### src/rtl/core/swmd_pkg.sv
// ----------------------------------------------------------------------------
// swmd_pkg: shared types, constants and microprogram of the middle-delete stack
// Holds the slot and count types, the control word layout, the step
// addresses and the read-only control store used by the sequencer.
// ----------------------------------------------------------------------------
package swmd_pkg;

    localparam int DEPTH  = 256;
    localparam int SLOT_W = $clog2(DEPTH);
    localparam int CNT_W  = $clog2(DEPTH + 1);
    localparam int DATA_W = 32;
    localparam int STEP_W = 5;

    typedef logic [SLOT_W-1:0] t_slot;
    typedef logic [CNT_W-1:0]  t_cnt;
    typedef logic [STEP_W-1:0] t_step;

    // command codes on the input beat
    typedef enum logic [1:0] {
        CMD_PUSH   = 2'd0,
        CMD_POP    = 2'd1,
        CMD_DELMID = 2'd2,
        CMD_REPORT = 2'd3
    } t_cmd;

    // result status codes
    typedef enum logic [1:0] {
        STAT_DONE  = 2'd0,
        STAT_EMPTY = 2'd1,
        STAT_FULL  = 2'd2
    } t_status;

    // jump conditions, evaluated on the count before the step's update
    typedef enum logic [2:0] {
        C_NEVER  = 3'd0,
        C_ALWAYS = 3'd1,
        C_ZERO   = 3'd2,
        C_ONE    = 3'd3,
        C_TWO    = 3'd4,
        C_FULL   = 3'd5,
        C_EVEN   = 3'd6
    } t_cond;

    typedef enum logic [1:0] {
        TOP_KEEP = 2'd0,
        TOP_SLOT = 2'd1,
        TOP_DN   = 2'd2,
        TOP_ZERO = 2'd3
    } t_top_op;

    typedef enum logic [2:0] {
        MID_KEEP = 3'd0,
        MID_SLOT = 3'd1,
        MID_UP   = 3'd2,
        MID_DN   = 3'd3,
        MID_DEL  = 3'd4,
        MID_ZERO = 3'd5
    } t_mid_op;

    typedef enum logic [1:0] {
        CNT_KEEP = 2'd0,
        CNT_INC  = 2'd1,
        CNT_DEC  = 2'd2
    } t_cnt_op;

    typedef enum logic [1:0] {
        GV_NONE = 2'd0,
        GV_TOP  = 2'd1,
        GV_MID  = 2'd2
    } t_give;

    // link memory read address select
    typedef enum logic {
        LA_TOP = 1'b0,
        LA_MID = 1'b1
    } t_la;

    // one control word of the microprogram
    typedef struct packed {
        logic    fetch;
        logic    emit;
        t_la     la_sel;
        logic    alloc;
        logic    unlink;
        t_give   give;
        t_top_op top_op;
        t_mid_op mid_op;
        t_cnt_op cnt_op;
        logic    st_we;
        t_status st_code;
        t_cond   cond;
        t_step   target;
    } t_uword;

    // condition flags from the datapath
    typedef struct packed {
        logic zero;
        logic one;
        logic two;
        logic full;
        logic even;
    } t_flags;

    // step addresses
    localparam t_step S_IDLE      = 5'd0;
    localparam t_step S_PU0       = 5'd1;
    localparam t_step S_PU1       = 5'd2;
    localparam t_step S_PU2       = 5'd3;
    localparam t_step S_PU3       = 5'd4;
    localparam t_step S_PU4       = 5'd5;
    localparam t_step S_PU_FIRST  = 5'd6;
    localparam t_step S_PO0       = 5'd7;
    localparam t_step S_PO1       = 5'd8;
    localparam t_step S_PO2       = 5'd9;
    localparam t_step S_PO3       = 5'd10;
    localparam t_step S_PO_LAST   = 5'd11;
    localparam t_step S_DM0       = 5'd12;
    localparam t_step S_DM1       = 5'd13;
    localparam t_step S_DM2       = 5'd14;
    localparam t_step S_DM3       = 5'd15;
    localparam t_step S_DM_ONE    = 5'd16;
    localparam t_step S_DM_TWO    = 5'd17;
    localparam t_step S_ERR_EMPTY = 5'd18;
    localparam t_step S_ERR_FULL  = 5'd19;
    localparam t_step S_OUT       = 5'd20;
    localparam t_step S_EMIT      = 5'd21;

    localparam t_uword UW_NOP = '{
        fetch:   1'b0,
        emit:    1'b0,
        la_sel:  LA_MID,
        alloc:   1'b0,
        unlink:  1'b0,
        give:    GV_NONE,
        top_op:  TOP_KEEP,
        mid_op:  MID_KEEP,
        cnt_op:  CNT_KEEP,
        st_we:   1'b0,
        st_code: STAT_DONE,
        cond:    C_NEVER,
        target:  S_IDLE
    };

    // program entry point for each command
    function automatic t_step entry(input t_cmd c);
        t_step s;
        begin
            unique case (c)
                CMD_PUSH:   s = S_PU0;
                CMD_POP:    s = S_PO0;
                CMD_DELMID: s = S_DM0;
                CMD_REPORT: s = S_OUT;
                default:    s = S_OUT;
            endcase
            return s;
        end
    endfunction

    // control store
    function automatic t_uword ucode(input t_step s);
        t_uword w;
        begin
            w = UW_NOP;
            unique case (s)
                S_IDLE: begin
                    w.fetch = 1'b1;
                end
                // push: check room, take a slot, link it, move the middle
                S_PU0: begin
                    w.cond   = C_FULL;
                    w.target = S_ERR_FULL;
                end
                S_PU1: begin
                    w.alloc = 1'b1;
                end
                S_PU2: begin
                    w.cond   = C_ZERO;
                    w.target = S_PU_FIRST;
                end
                S_PU3: begin
                    w.top_op = TOP_SLOT;
                    w.cnt_op = CNT_INC;
                    w.cond   = C_EVEN;
                    w.target = S_OUT;
                end
                S_PU4: begin
                    w.mid_op = MID_UP;
                    w.cond   = C_ALWAYS;
                    w.target = S_OUT;
                end
                S_PU_FIRST: begin
                    w.top_op = TOP_SLOT;
                    w.mid_op = MID_SLOT;
                    w.cnt_op = CNT_INC;
                    w.cond   = C_ALWAYS;
                    w.target = S_OUT;
                end
                // pop: free the top slot, step top down, maybe the middle too
                S_PO0: begin
                    w.la_sel = LA_TOP;
                    w.cond   = C_ZERO;
                    w.target = S_ERR_EMPTY;
                end
                S_PO1: begin
                    w.give   = GV_TOP;
                    w.top_op = TOP_DN;
                    w.cnt_op = CNT_DEC;
                    w.cond   = C_ONE;
                    w.target = S_PO_LAST;
                end
                S_PO2: begin
                    w.cond   = C_EVEN;
                    w.target = S_OUT;
                end
                S_PO3: begin
                    w.mid_op = MID_DN;
                    w.cond   = C_ALWAYS;
                    w.target = S_OUT;
                end
                S_PO_LAST: begin
                    w.top_op = TOP_ZERO;
                    w.mid_op = MID_ZERO;
                    w.cond   = C_ALWAYS;
                    w.target = S_OUT;
                end
                // delete middle: read neighbor links, splice, free the slot
                S_DM0: begin
                    w.cond   = C_ZERO;
                    w.target = S_ERR_EMPTY;
                end
                S_DM1: begin
                    w.cond   = C_ONE;
                    w.target = S_DM_ONE;
                end
                S_DM2: begin
                    w.cond   = C_TWO;
                    w.target = S_DM_TWO;
                end
                S_DM3: begin
                    w.unlink = 1'b1;
                    w.give   = GV_MID;
                    w.mid_op = MID_DEL;
                    w.cnt_op = CNT_DEC;
                    w.cond   = C_ALWAYS;
                    w.target = S_OUT;
                end
                S_DM_ONE: begin
                    w.give   = GV_TOP;
                    w.top_op = TOP_ZERO;
                    w.mid_op = MID_ZERO;
                    w.cnt_op = CNT_DEC;
                    w.cond   = C_ALWAYS;
                    w.target = S_OUT;
                end
                S_DM_TWO: begin
                    w.give   = GV_MID;
                    w.top_op = TOP_DN;
                    w.mid_op = MID_DN;
                    w.cnt_op = CNT_DEC;
                    w.cond   = C_ALWAYS;
                    w.target = S_OUT;
                end
                S_ERR_EMPTY: begin
                    w.st_we   = 1'b1;
                    w.st_code = STAT_EMPTY;
                    w.cond    = C_ALWAYS;
                    w.target  = S_OUT;
                end
                S_ERR_FULL: begin
                    w.st_we   = 1'b1;
                    w.st_code = STAT_FULL;
                    w.cond    = C_ALWAYS;
                    w.target  = S_OUT;
                end
                // value reads for the result are issued here
                S_OUT: begin
                    w.cond = C_NEVER;
                end
                S_EMIT: begin
                    w.emit   = 1'b1;
                    w.cond   = C_ALWAYS;
                    w.target = S_IDLE;
                end
                default: begin
                    w.cond   = C_ALWAYS;
                    w.target = S_IDLE;
                end
            endcase
            return w;
        end
    endfunction

endpackage

### src/rtl/core/swmd_seq.sv
// ----------------------------------------------------------------------------
// swmd_seq: microprogram sequencer
// Step counter over the control store, with dispatch on the command at
// fetch, conditional jumps on datapath flags and a hold while a result
// waits in the output register.
// ----------------------------------------------------------------------------
module swmd_seq (
    input  logic              i_clk,
    input  logic              i_rst_n,
    input  logic              i_take,
    input  logic [1:0]        i_cmd,
    input  swmd_pkg::t_flags  i_flags,
    input  logic              i_out_busy,
    output swmd_pkg::t_uword  o_uw
);

    swmd_pkg::t_step  r_step;
    swmd_pkg::t_step  n_step;
    swmd_pkg::t_uword uw;
    logic             cond_hit;

    // decode the current control word
    assign uw   = swmd_pkg::ucode(r_step);
    assign o_uw = uw;

    // evaluate the jump condition
    always_comb begin
        case (uw.cond)
            swmd_pkg::C_NEVER:  cond_hit = 1'b0;
            swmd_pkg::C_ALWAYS: cond_hit = 1'b1;
            swmd_pkg::C_ZERO:   cond_hit = i_flags.zero;
            swmd_pkg::C_ONE:    cond_hit = i_flags.one;
            swmd_pkg::C_TWO:    cond_hit = i_flags.two;
            swmd_pkg::C_FULL:   cond_hit = i_flags.full;
            swmd_pkg::C_EVEN:   cond_hit = i_flags.even;
            default:            cond_hit = 1'b0;
        endcase
    end

    // pick the next step
    always_comb begin
        priority if (uw.fetch) begin
            n_step = i_take ? swmd_pkg::entry(swmd_pkg::t_cmd'(i_cmd)) : r_step;
        end else if (uw.emit && i_out_busy) begin
            n_step = r_step;
        end else if (cond_hit) begin
            n_step = uw.target;
        end else begin
            n_step = swmd_pkg::STEP_W'(r_step + 1'b1);
        end
    end

    // advance the step counter
    always_ff @(posedge i_clk) begin
        if (!i_rst_n) begin
            r_step <= swmd_pkg::S_IDLE;
        end else begin
            r_step <= n_step;
        end
    end

endmodule
### config.mk
export PLATFORM = sky130hd
export DESIGN_NAME = swmd_seq
export DESIGN_NICKNAME = d
export VERILOG_FILES = /design/src/rtl/core/swmd_pkg.sv /design/src/rtl/core/swmd_seq.sv
export SDC_FILE = /design/constraint.sdc
export NUM_CORES = 1
export LEC_CHECK = 0
export ABC_AREA = 1
export BUFFER_PORTS_ARGS = -buffer_cell sky130_fd_sc_hd__clkbuf_2
export CORE_ASPECT_RATIO = 0.8
export CORE_MARGIN = 2
export CORE_UTILIZATION = 30
export CTS_BUF_LIST = sky130_fd_sc_hd__clkbuf_16
export CTS_CLUSTER_DIAMETER = 150
export CTS_CLUSTER_SIZE = 28
export DETAILED_ROUTE_END_ITERATION = 10
export PLACE_DENSITY = 0.6
export SKIP_CTS_REPAIR_TIMING = 1
export SLEW_MARGIN = 25
export SYNTH_ARGS = -nofsm -noshare
export SYNTH_HDL_FRONTEND = slang
export SYNTH_SLANG_ARGS = --single-unit
### constraint.sdc
create_clock -name i_clk -period 1.82 [get_ports i_clk]
set_input_delay 0.182 -clock i_clk [delete_from_list [all_inputs] [get_ports i_clk]]
set_output_delay 0.182 -clock i_clk [all_outputs]
set_load 0.05 [all_outputs]
# == Yosys cells after proc, flatten, opt, wreduce, memory -nomap -nowiden ==
# Cells that the tools add are included.
# word_totals
ff_bits,5
in_bits,11
# classes
n_addsub,1
eq_ne,32
n_mux,18
n_reduce_logical,17
# op_table
operator,n
"equality test 5 x 4 -> 1 bit, second input constant",8
one-hot mux 5 bit (7 select lines),1
"equality test 5 bit, second input constant",6
"equality test 5 x 3 -> 1 bit, second input constant",4
two-way mux 5 bit,4
one-hot mux 5 bit (4 select lines),1
one-hot mux 3 bit (6 select lines),1
OR reduction 2 bit,9
one-hot mux 3 bit (5 select lines),1
OR reduction 11 bit,1
"equality test 5 x 2 -> 1 bit, second input constant",2
"equality test 3 bit, second input constant",3
one-hot mux 2 bit (2 select lines),2
"equality test 3 x 2 -> 1 bit, second input constant",2
one-hot mux 1 bit (6 select lines),1
one-hot mux 2 bit (3 select lines),1
one-hot mux 3 bit (2 select lines),1
OR reduction 3 bit,2
"adder 5 x 1 -> 5 bit, second input constant",1
"equality test 5 x 1 -> 1 bit, second input constant",1
logical NOT 5 bit,1
two-way mux 1 bit,5
"equality test 2 bit, second input constant",2
"!= test 2 bit, second input constant",2
other kinds (6),6

# == Logic depth before layout (Yosys ltp) ==
# Gate-level depths: netlist of the first run.
# logic_depth
word_depth,8
depth_mapped,16
depth_no_buf,16

# == Worst setup path after synthesis of the first run ==
# No wires, ideal clock.
# synth_timing
kind,register -> register
start,register r_step[3]
end,register r_step[2]
arrival_time_ns,2.469
path_slack_ns,-0.720
path_stages_with_launch,12
n_path_buf,0
synth_period_minus_slack_ns,2.540
path_cell_list,dfxtp_1 > inv_1 > nand2_1 > nor2_1 > inv_1 > a21oi_1 > nor2_1 > nand3_1 > nand3_1 > nand3_1 > nand2_1 > a21oi_1
# synth_rtl
item,line_no,source
from (decl),swmd_seq.sv:17,swmd_pkg::t_step r_step;
from (signal assigned),swmd_seq.sv:56,r_step <= swmd_pkg::S_IDLE;
from (signal assigned),swmd_seq.sv:58,r_step <= n_step;

# == Worst setup path in the final report of the first run ==
# layout_timing
start,register r_step[1]
end,register r_step[2]
# layout_between
elab_chain_len,8
# layout_rtl
item,line_no,source
equality test 5 bit (tied with other cells),swmd_pkg.sv:164,unique case (s)
OR reduction 3 bit (no source line) / OR reduction 2 bit (equally long branches),--,
one-hot mux 3 bit (6 select lines),swmd_pkg.sv:164,
equality test 3 bit (tied with other cells),swmd_seq.sv:28,case (uw.cond)
one-hot mux 1 bit (6 select lines),swmd_seq.sv:28,
two-way mux 5 bit,swmd_seq.sv:46,end else if (cond_hit) begin
two-way mux 5 bit,swmd_seq.sv:44,end else if (uw.emit && i_out_busy) begin
two-way mux 5 bit,swmd_seq.sv:42,priority if (uw.fetch) begin
# Parallel ways exist; a longest one is shown, timed or not. The select of a mux whose other input is x is not followed.
# A chain may end at the register's enable or synchronous reset.

==> metrics, run 1 <==
Critical Path Most Common Cell nand2_2; number of remaining DRC errors 0; # IOs 36; Largest register FFs 5; Via Count 1318; CTS Buf Count 3; Clk pin slew, worst setup/hold paths 0.04 ns; Worst EP required 1.99 ns; Final WS setup -0.231 ns; DR iter-0 viols 16; core area 2740 µm²; fin nets 260; status finished, violations left; WS Path Type reg2reg; DR WL/cell 12.7 µm; Root Buffer clkbuf_16; DP Wirelength 2.49 mm; Cells after Synth 161; part of the cycle the worst path needs 1.13; die area 3310 µm²; Hold Path Class in2reg; maximum clock insertion buffer count 2; CP endpoint kind flop; pre-CTS setup slack -0.254 ns; Post-Route WL 3.58 mm; failing checks negative setup slack; Die X 63.8 µm; post-synth cell types 21; R2R Setup Slk -0.23 ns; Via density 4.69; top cell family by delay on the critical path simple AND/OR/NAND/NOR gates; Arr. time, crit path 2.22 ns; Setup Skew 0.00320 ns; clk sinks 5; Antenna diodes 0; synthesized area 858 µm²; Crit-path slowest cell dfxtp_4; most flop-heavy register r_step; row cnt 17; Seq/Total Area, Yosys 0.117; achievable frequency 488 MHz; initial core utilization 0.313; Area growth syn-to-layout 127%; Post-Synth Adder-Cell Area 0.0729; simple-gate share of the synthesized area 0.548; flops & latches, synth 5; remaining global-route overflow 0; Largest regs r_step x5; largest net degree at the start of global routing 9; syn_area_per_cell 5.33 µm²; drt first pass iters 4; crit-path max cell delay 0.34 ns; Total GRT Usage 0.188; Synth Warn # 0; Fin Setup TNS -1.61 ns; Max-slew headroom 0.714; CTS tree done; largest family of logic cells by synthesized area simple AND/OR/NAND/NOR gates; insertion delay to the later sink of the worst-skew pair 0.23 ns; Net Count, Synth 177; Startpoint Class flop; Final setup viols 11; RSZ-0062 raised after global routing true; Port Buf Inserts 35; GP Congestion 0.823; max-cap viol count 0; Buf+Inv Stages, Crit Path 2; fin crit period 2.05 ns; count of pins over their slew limit 0; htree depth 1; share of layout cells above drive strength 1 0.687; Synth Area in XOR/XNOR 0.0204; Cell Chain, Critical Path inv_2 -> ha_1 -> inv_2 -> nor2_4 -> nand2_1 -> nand2_2 -> nor2_4 -> o21ai_1 -> nand3_4 -> nand2_4 -> nand2_2 -> nand3_2 -> nand2_2 -> a21oi_2; Final Hold Fails 0; worst-margin pin slew 0.427 ns; crit-path max FO 6; die height 51.8 µm; hold_ws 0.209 ns; initial antenna violation count 0; number of global-route vias before repair 1142; first-pass GRT wire length 4.82 mm; Final Util 0.711; mux contribution to synthesized area 0; post-route ant nets 0; Compound-Gate Fraction of Synth Area 0.0889
-- worst register-to-register path: cells and delay by family, from the launching register on --
family / cells / cell delay, ns
AO/OA/AOI/OAI: 2 / 0.36
flip-flops: 1 / 0.34
adder cells (fa/ha/maj): 1 / 0.16
buffers and inverters: 2 / 0.13
AND/OR/NAND/NOR: 9 / 1.01
-- cell type report --
cell class	count	area, µm²
clock inverters	1	3.75
fillers	188	792
clock buffers	3	75.1
well taps	38	47.5
flip-flops and latches	5	110
repair buffers	78	653
multi-input cells	121	920
inverters	35	143
-- path summary, 6_finish.rpt --
kind	startpoint	endpoint	cells past startpoint
worst max register to register	r_step[1]	r_step[2]	14
worst max-delay path	r_step[1]	r_step[2]	14
worst min-delay path	i_out_busy	r_step[2]	3
worst min register to register	r_step[1]	r_step[1]	3
-- cell usage after synthesis --
cell type / number / area (µm²)
nand3_2: 2 / 20.0
o21ai_1: 1 / 5.00
xor2_1: 2 / 17.5
nor3_1: 1 / 5.00
nand2_1: 37 / 139
nand3_4: 1 / 17.5
o21ai_0: 5 / 25.0
nand3b_1: 1 / 7.51
nand4_1: 2 / 12.5
nand2_2: 6 / 37.5
inv_2: 3 / 11.3
a31oi_1: 1 / 6.26
nor2_4: 1 / 11.3
inv_1: 32 / 120
a21oi_1: 8 / 40.0
dfxtp_1: 5 / 100
nand3_1: 20 / 100
nor2_1: 24 / 90.1
nor2_2: 3 / 18.8
ha_1: 5 / 62.6
nand2_4: 1 / 11.3
-- cells in the final DEF, fill, tap and decap left out, types with 2 or more instances in the layout --
| master | n |
|---|---|
| inv_1 | 19 |
| nor2_2 | 8 |
| inv_4 | 3 |
| nor2_4 | 9 |
| ha_4 | 2 |
| nand3_4 | 3 |
| buf_6 | 14 |
| a21oi_2 | 4 |
| nor2_1 | 11 |
| clkbuf_2 | 16 |
| o21ai_0 | 5 |
| inv_2 | 13 |
| nand2_1 | 18 |
| nand2_2 | 16 |
| xor2_1 | 2 |
| dfxtp_4 | 2 |
| nand4_1 | 2 |
| clkbuf_16 | 3 |
| nand3_2 | 9 |
| a21oi_1 | 3 |
| dfxtp_2 | 2 |
| nand3_1 | 11 |
| ha_2 | 2 |
| nand2_4 | 10 |
| buf_12 | 2 |
| buf_8 | 4 |
| clkbuf_4 | 3 |
| buf_4 | 39 |
-- cell families (layout without fill, tap and decap cells) --
logic type,after synthesis,count (layout)
simple gates,99,99
compound gates,15,15
buf+inv,35,117
fa+ha+maj,5,5
flops,5,5
xor+xnor,2,2
-- per-layer routing --
metal  wire, µm  part of all wire  GRT usage
met3         92             0.026     0.0346
met2       1900              0.53      0.337
met5          0                 0          0
met4         95             0.027     0.0652
met1       1490              0.42      0.227
-- metrics by stage --
step	cell area [µm²]	cells
2_1_floorplan	977	161
3_3_place_gp	1480	270
3_5_place_dp	1480	270
4_1_cts	1560	274
5_1_grt	1950	281
6_report	1950	281
Power of run 1 is left out: the tool's default activity adds up to more than one toggle a clock period on the data nets, which glitch-free logic cannot reach.
==> run 2, diff against run 1 <==
--- a/config.mk
+++ b/config.mk
@@ -15,7 +15,6 @@
 export CTS_CLUSTER_SIZE = 28
 export DETAILED_ROUTE_END_ITERATION = 10
 export PLACE_DENSITY = 0.6
-export SKIP_CTS_REPAIR_TIMING = 1
 export SLEW_MARGIN = 25
 export SYNTH_ARGS = -nofsm -noshare
 export SYNTH_HDL_FRONTEND = slang
==> metrics, run 2 (same netlist as run 1, synthesis figures left out) <==
status finished, violations left; failing checks negative setup slack; insertion delay to the later sink of the worst-skew pair 0.23 ns; fin nets 261; share of layout cells above drive strength 1 0.602; # IOs 36; Setup Skew 0.00245 ns; most flop-heavy register r_step; Die X 63.8 µm; Via density 4.73; Met2 Wirelength 1.92 mm; Final WS setup -0.210 ns; M1 wire length 1.47 mm; Final Hold Fails 0; Post-Route WL 3.64 mm; Crit-path slowest cell dfxtp_4; Arr. time, crit path 1.85 ns; core area 2740 µm²; die height 51.8 µm; CP endpoint kind output port; achievable frequency 493 MHz; initial core utilization 0.313; Clk pin slew, worst setup/hold paths 0.03 ns; DP Wirelength 2.49 mm; DR top layer met4; WS Path Type reg2out; Final setup viols 15; number of remaining DRC errors 0; Crit Reg-Reg Endpoint r_step[1]; most common cell after layout, fill and taps aside buf_4; R2R Setup Slk -0.14 ns; Cell Chain, Critical Path buf_12 -> ha_4 -> inv_4 -> nor2_2 -> ha_2 -> nor2_2 -> nand2_1 -> nor2_2 -> nand2_2 -> nor2_4 -> inv_2 -> clkbuf_16; crit-path max FO 4; Final Util 0.689; largest net degree at the start of global routing 9; maximum clock insertion buffer count 2; WHS Endpoint r_step[2]; crit-path max cell delay 0.34 ns; number of global-route vias before repair 1258; HP Start i_rst_n; DR iter-0 viols 51; Port Buf Inserts 35; Register-to-Register Path Depth 15; Worst EP required 1.64 ns; max-cap viol count 0; clk sinks 5; post-route ant nets 0; CTS Buf Count 3; Hold Path Class in2reg; Antenna diodes 0; leading cell types in the layout, fill and taps excluded buf_4 (43), nand2_1 (24), inv_1 (24), clkbuf_2 (17), nand3_1 (16); first-pass GRT wire length 5.47 mm; Critical Path Most Common Cell nor2_2; Total GRT Usage 0.214; Largest register FFs 5; GP Congestion 0.823; initial antenna violation count 0; placed cell count 270; Area growth syn-to-layout 120%; DR WL/cell 12.9 µm; Root Buffer clkbuf_16; fin crit period 2.03 ns; part of the cycle the worst path needs 1.12; Max-slew headroom 0.763; CTS tree done; final instance count without filler cells 282; Startpoint Class flop; metal3 WL 178 µm; row cnt 17; count of pins over their slew limit 0; htree depth 1; drt first pass iters 4; RSZ-0062 raised after global routing true; Largest regs r_step x5; Via Count 1333; Post-CTS Hold Fix Bufs 0; remaining global-route overflow 0; WHS Path Cells 3; worst-margin pin slew 0.355 ns; die area 3310 µm²; reg2reg start r_step[0]
[run 2: cell count changes in the layout (fill, tap and decap cells not counted), moves of 3 or more]
| cell | delta |
|---|---|
| buf_4 | +4 |
| nand3_1 | +5 |
| inv_2 | -3 |
| nand2_2 | -3 |
| clkbuf_16 | +4 |
| inv_1 | +5 |
| nor2_1 | +4 |
| nand3_2 | -4 |
| buf_6 | -10 |
| nand2_1 | +6 |
| nand2_4 | -3 |
[run 2: worst max path at each step]
| stage | start | end | slack (ns) | cells after the start |
|---|---|---|---|---|
| after floorplan | r_step[0] | r_step[2] | -0.18 | 16 |
| after global placement | r_step[1] | o_uw[2] | -0.16 | 12 |
| after detailed placement | r_step[0] | r_step[4] | -0.25 | 14 |
| after CTS | r_step[0] | o_uw[4] | -0.23 | 12 |
| after global routing | r_step[1] | o_uw[4] | -0.31 | 12 |
| final | r_step[1] | o_uw[4] | -0.21 | 12 |
[run 2: repair_timing]
action / CTS / global route
hold endpoints to repair: 0 / 0
gates cloned: 0 / 0
setup endpoints to repair: 23 / 25
resized for setup: 50 / 29
setup buffers: 5 / 3
pin swaps: 13 / 15
[run 2: per-layer routing]
metal	GRT usage	up-vias
li1	-	667
met1	0.243	605
met2	0.399	51
met3	0.0368	10
met4	0.0870	0
met5	0	-
[run 2: metrics by stage]
| stage | setup WS [ns] | hold WS [ns] | setup TNS [ns] | cell area, µm² |
|---|---|---|---|---|
| floorplan | -0.185 | 0.291 | -0.790 | 977 |
| detailed placement | -0.254 | 0.429 | -1.49 | 1480 |
| global route | -0.306 | 0.221 | -3.36 | 1890 |
| finish | -0.210 | 0.198 | -1.77 | 1890 |
| CTS | -0.230 | 0.192 | -1.85 | 1800 |
| global placement | -0.164 | 0.424 | -0.906 | 1480 |
[run 2: critical path: cells and delay by family, from the launching register on]
kind	cells	cell delay, ns
buffers and inverters	4	0.40
flip-flops	1	0.34
AND/OR/NAND/NOR	6	0.54
adder cells (fa/ha/maj)	2	0.33
[run 2: cell type report]
cell class | count | area [µm²]
clock inverter | 1 | 3.75
timing repair buffer | 79 | 682
multi-input combinational | 121 | 836
sequential | 5 | 109
clock buffer | 3 | 75.1
tap | 38 | 47.5
inverter | 35 | 138
fill | 206 | 853
Power of run 2 is left out for the same reason.
==> run 3, diff against run 2 <==
--- a/config.mk
+++ b/config.mk
@@ -9,12 +9,12 @@
 export BUFFER_PORTS_ARGS = -buffer_cell sky130_fd_sc_hd__clkbuf_2
 export CORE_ASPECT_RATIO = 0.8
 export CORE_MARGIN = 2
-export CORE_UTILIZATION = 30
+export CORE_UTILIZATION = 43
 export CTS_BUF_LIST = sky130_fd_sc_hd__clkbuf_16
 export CTS_CLUSTER_DIAMETER = 150
 export CTS_CLUSTER_SIZE = 28
 export DETAILED_ROUTE_END_ITERATION = 10
-export PLACE_DENSITY = 0.6
+export PLACE_DENSITY = 0.8
 export SLEW_MARGIN = 25
 export SYNTH_ARGS = -nofsm -noshare
 export SYNTH_HDL_FRONTEND = slang
==> metrics, run 3 <==
clk sinks 5; synthesized area 858 µm²; pre-CTS setup slack -0.213 ns; largest net degree at the start of global routing 9; Yosys top cell by area nand2_1; post-synth top area share 0.162; top-count cell post-synth nand2_1; Post-synth EDFFs 0; Cells after Synth 161; largest cells by area after synthesis nand2_1 (16%), inv_1 (14%), dfxtp_1 (12%); status did not finish; placed cell count 252; Post-CTS Hold Fix Bufs 0; Error [ERROR DPL-0038] Utilization greater than 100%, impossible to legalize; Exit stage 5_1_grt; CTS Buf Count 3; syn_area_per_cell 5.33 µm²; maximum clock insertion buffer count 2; Post-synth top flop dfxtp_1; # IOs 36; list of most frequent post-synthesis cells nand2_1 (37), inv_1 (32), nor2_1 (24); Synth Warn # 0; Die X 54.0 µm; worst setup endpoint GRT r_step[2]$_SDFFE_PN0P_/D; htree depth 1; flops & latches, synth 5; row cnt 14; Seq/Total Area, Yosys 0.117; DP Wirelength 2.43 mm; Root Buffer clkbuf_16; GP Congestion 0.917; Worst EP kind register data pin; Post-synth ARST share 0; Port Buf Inserts 35; initial core utilization 0.458; Net Count, Synth 177; post-synth cell types 21; die height 44.0 µm
==> run 3: logic make-up after synthesis <==
logic type / after synthesis / share of synthesized area
AND/OR/NAND/NOR: 99 / 0.548
buffers and inverters: 35 / 0.153
AO/OA/AOI/OAI: 15 / 0.0889
adder cells (fa/ha/maj): 5 / 0.0729
flip-flops: 5 / 0.117
XOR/XNOR: 2 / 0.0204
==> run 3: stage by stage <==
step	area, µm²	hold WS, ns
global placement	1420	0.426
floorplan	977	0.291
CTS	1800	0.225
detailed placement	1420	0.435
==> run 3: what timing repair did <==
action,CTS
resized for setup,68
endpoints found under the setup margin,23
setup buffers,6
pin swaps,19
==> run 4, diff against run 3 <==
==> config.mk (replaced) <==
export PLATFORM = sky130hd
export DESIGN_NAME = swmd_seq
export DESIGN_NICKNAME = d
export VERILOG_FILES = /design/src/rtl/core/swmd_pkg.sv /design/src/rtl/core/swmd_seq.sv
export SDC_FILE = /design/constraint.sdc
export NUM_CORES = 1
export LEC_CHECK = 0
export ABC_AREA = 1
export BUFFER_PORTS_ARGS = -buffer_cell sky130_fd_sc_hd__clkbuf_2
export CORE_AREA = 2 2 63 65
export DETAILED_ROUTE_END_ITERATION = 10
export DIE_AREA = 0 0 65 67
export PLACE_DENSITY_LB_ADDON = 0.15
export SLEW_MARGIN = 25
export SYNTH_ARGS = -nofsm -noshare
export SYNTH_HDL_FRONTEND = slang
export SYNTH_SLANG_ARGS = --single-unit
==> constraint.sdc (replaced) <==
create_clock -name i_clk -period 2.35 [get_ports i_clk]
set_input_delay 0.235 -clock i_clk [delete_from_list [all_inputs] [get_ports i_clk]]
set_output_delay 0.235 -clock i_clk [all_outputs]
set_load 0.05 [all_outputs]
==> metrics, run 4 (same netlist as run 1, synthesis figures left out) <==
achievable frequency 457 MHz; insertion delay to the later sink of the worst-skew pair 0.22 ns; WS Path Type reg2out; CTS tree done; Startpoint Class flop; Crit Reg-Reg Endpoint r_step[2]; Cell Chain, Critical Path ha_1 -> inv_2 -> nor2_1 -> ha_1 -> nor2_1 -> nand2_1 -> nor2_2 -> nand2_1 -> nor2_2 -> inv_1 -> buf_4; CP endpoint kind output port; Max-slew headroom 0.815; CTS Buf Count 3; fillers 433; max-cap viol count 0; Largest regs r_step x5; maximum clock insertion buffer count 2; Fin Setup TNS 0 ns; first-pass GRT wire length 4.37 mm; GP Congestion 0.791; drt first pass iters 5; remaining global-route overflow 0; Final Hold Fails 0; core area 3610 µm²; count of pins over their slew limit 0; row cnt 22; share of layout cells above drive strength 1 0.371; part of the cycle the worst path needs 0.932; # IOs 36; Post-CTS Hold Fix Bufs 0; htree depth 1; leading cell types in the layout, fill and taps excluded nand2_1 (34), clkbuf_2 (34), inv_1 (30), nor2_1 (19), nand3_1 (19); crit-path max cell delay 0.35 ns; post-route ant nets 0; Setup Skew 0.000431 ns; Area growth syn-to-layout 42.6%; Largest register FFs 5; Port Buf Inserts 35; CP Launch Point r_step[0]; hold_ws 0.268 ns; die area 4360 µm²; RSZ-0062 raised after global routing false; initial antenna violation count 0; Root Buffer clkbuf_8; Crit-path slowest cell dfxtp_4; fin nets 222; number of remaining DRC errors 0; worst setup path end o_uw[4]; DR iter-0 viols 23; fin crit period 2.19 ns; Worst EP required 2.12 ns; initial core utilization 0.238; clk sinks 5; Antenna diodes 0; Total GRT Usage 0.126; Clk pin slew, worst setup/hold paths 0.03 ns; Via Count 1084; WHS Path Cells 3; DR WL/cell 10.4 µm; Register-to-Register Path Depth 16; number of global-route vias before repair 1023; Final setup viols 0; Hold Path Class in2reg; worst-margin pin slew 0.277 ns; status finished, final reports clean; Arr. time, crit path 1.95 ns; most flop-heavy register r_step; DP Wirelength 2.28 mm; Via density 4.28; Post-Route WL 2.63 mm; reg2reg start r_step[0]; R2R Setup Slk 0.19 ns; largest net degree at the start of global routing 9; die height 67 µm; Die X 65 µm; crit-path max FO 6
## run 4: metal layers
metal / wire length, µm / global-route usage / vias up
met5: 0 / 0 / -
met4: 0 / 0.0266 / 0
met3: 95 / 0.0101 / 0
met2: 1300 / 0.228 / 23
met1: 1230 / 0.161 / 474
li1: - / - / 587
## run 4: worst min-delay path by stage
stage | start | to | slack [ns]
floorplan | i_rst_n | r_step[2] | 0.34
global placement | i_rst_n | r_step[2] | 0.49
detailed placement | i_rst_n | r_step[2] | 0.49
CTS | i_rst_n | r_step[2] | 0.26
global route | i_out_busy | r_step[2] | 0.29
finish | i_rst_n | r_step[2] | 0.27
## run 4: worst max-delay path, delay by kind of cell (launching register included)
family	cells	cell delay, ns
flops	1	0.35
simple gates	6	0.60
buf+inv	3	0.33
fa+ha+maj	2	0.45
## run 4: per-stage QoR
stage | utilization | setup slack, ns | instance area [µm²] | instances
3_5_place_dp | 0.313 | 0.0565 | 1130 | 246
6_report | 0.339 | 0.161 | 1220 | 253
2_1_floorplan | - | 0.00199 | 877 | 161
4_1_cts | 0.328 | 0.000675 | 1180 | 250
5_1_grt | 0.339 | 0.00297 | 1220 | 253
3_3_place_gp | 0.313 | 0.0312 | 1130 | 246
## run 4: timing repair
| action | in CTS | in global routing |
|---|---|---|
| pin swaps | 0 | 3 |
| setup endpoints to repair | 2 | 6 |
| setup buffers | 0 | 3 |
| resized for setup | 5 | 10 |
## run 4: layout make-up
class / count / area, µm² / share of cell area
clock buffers: 4 / 45.0 / 0.0368
flip-flops and latches: 5 / 106 / 0.0869
inverters: 35 / 131 / 0.107
repair buffers: 40 / 215 / 0.176
multi-input cells: 121 / 666 / 0.544
well taps: 48 / 60.1 / 0.0491
Power of run 4 is left out for the same reason.
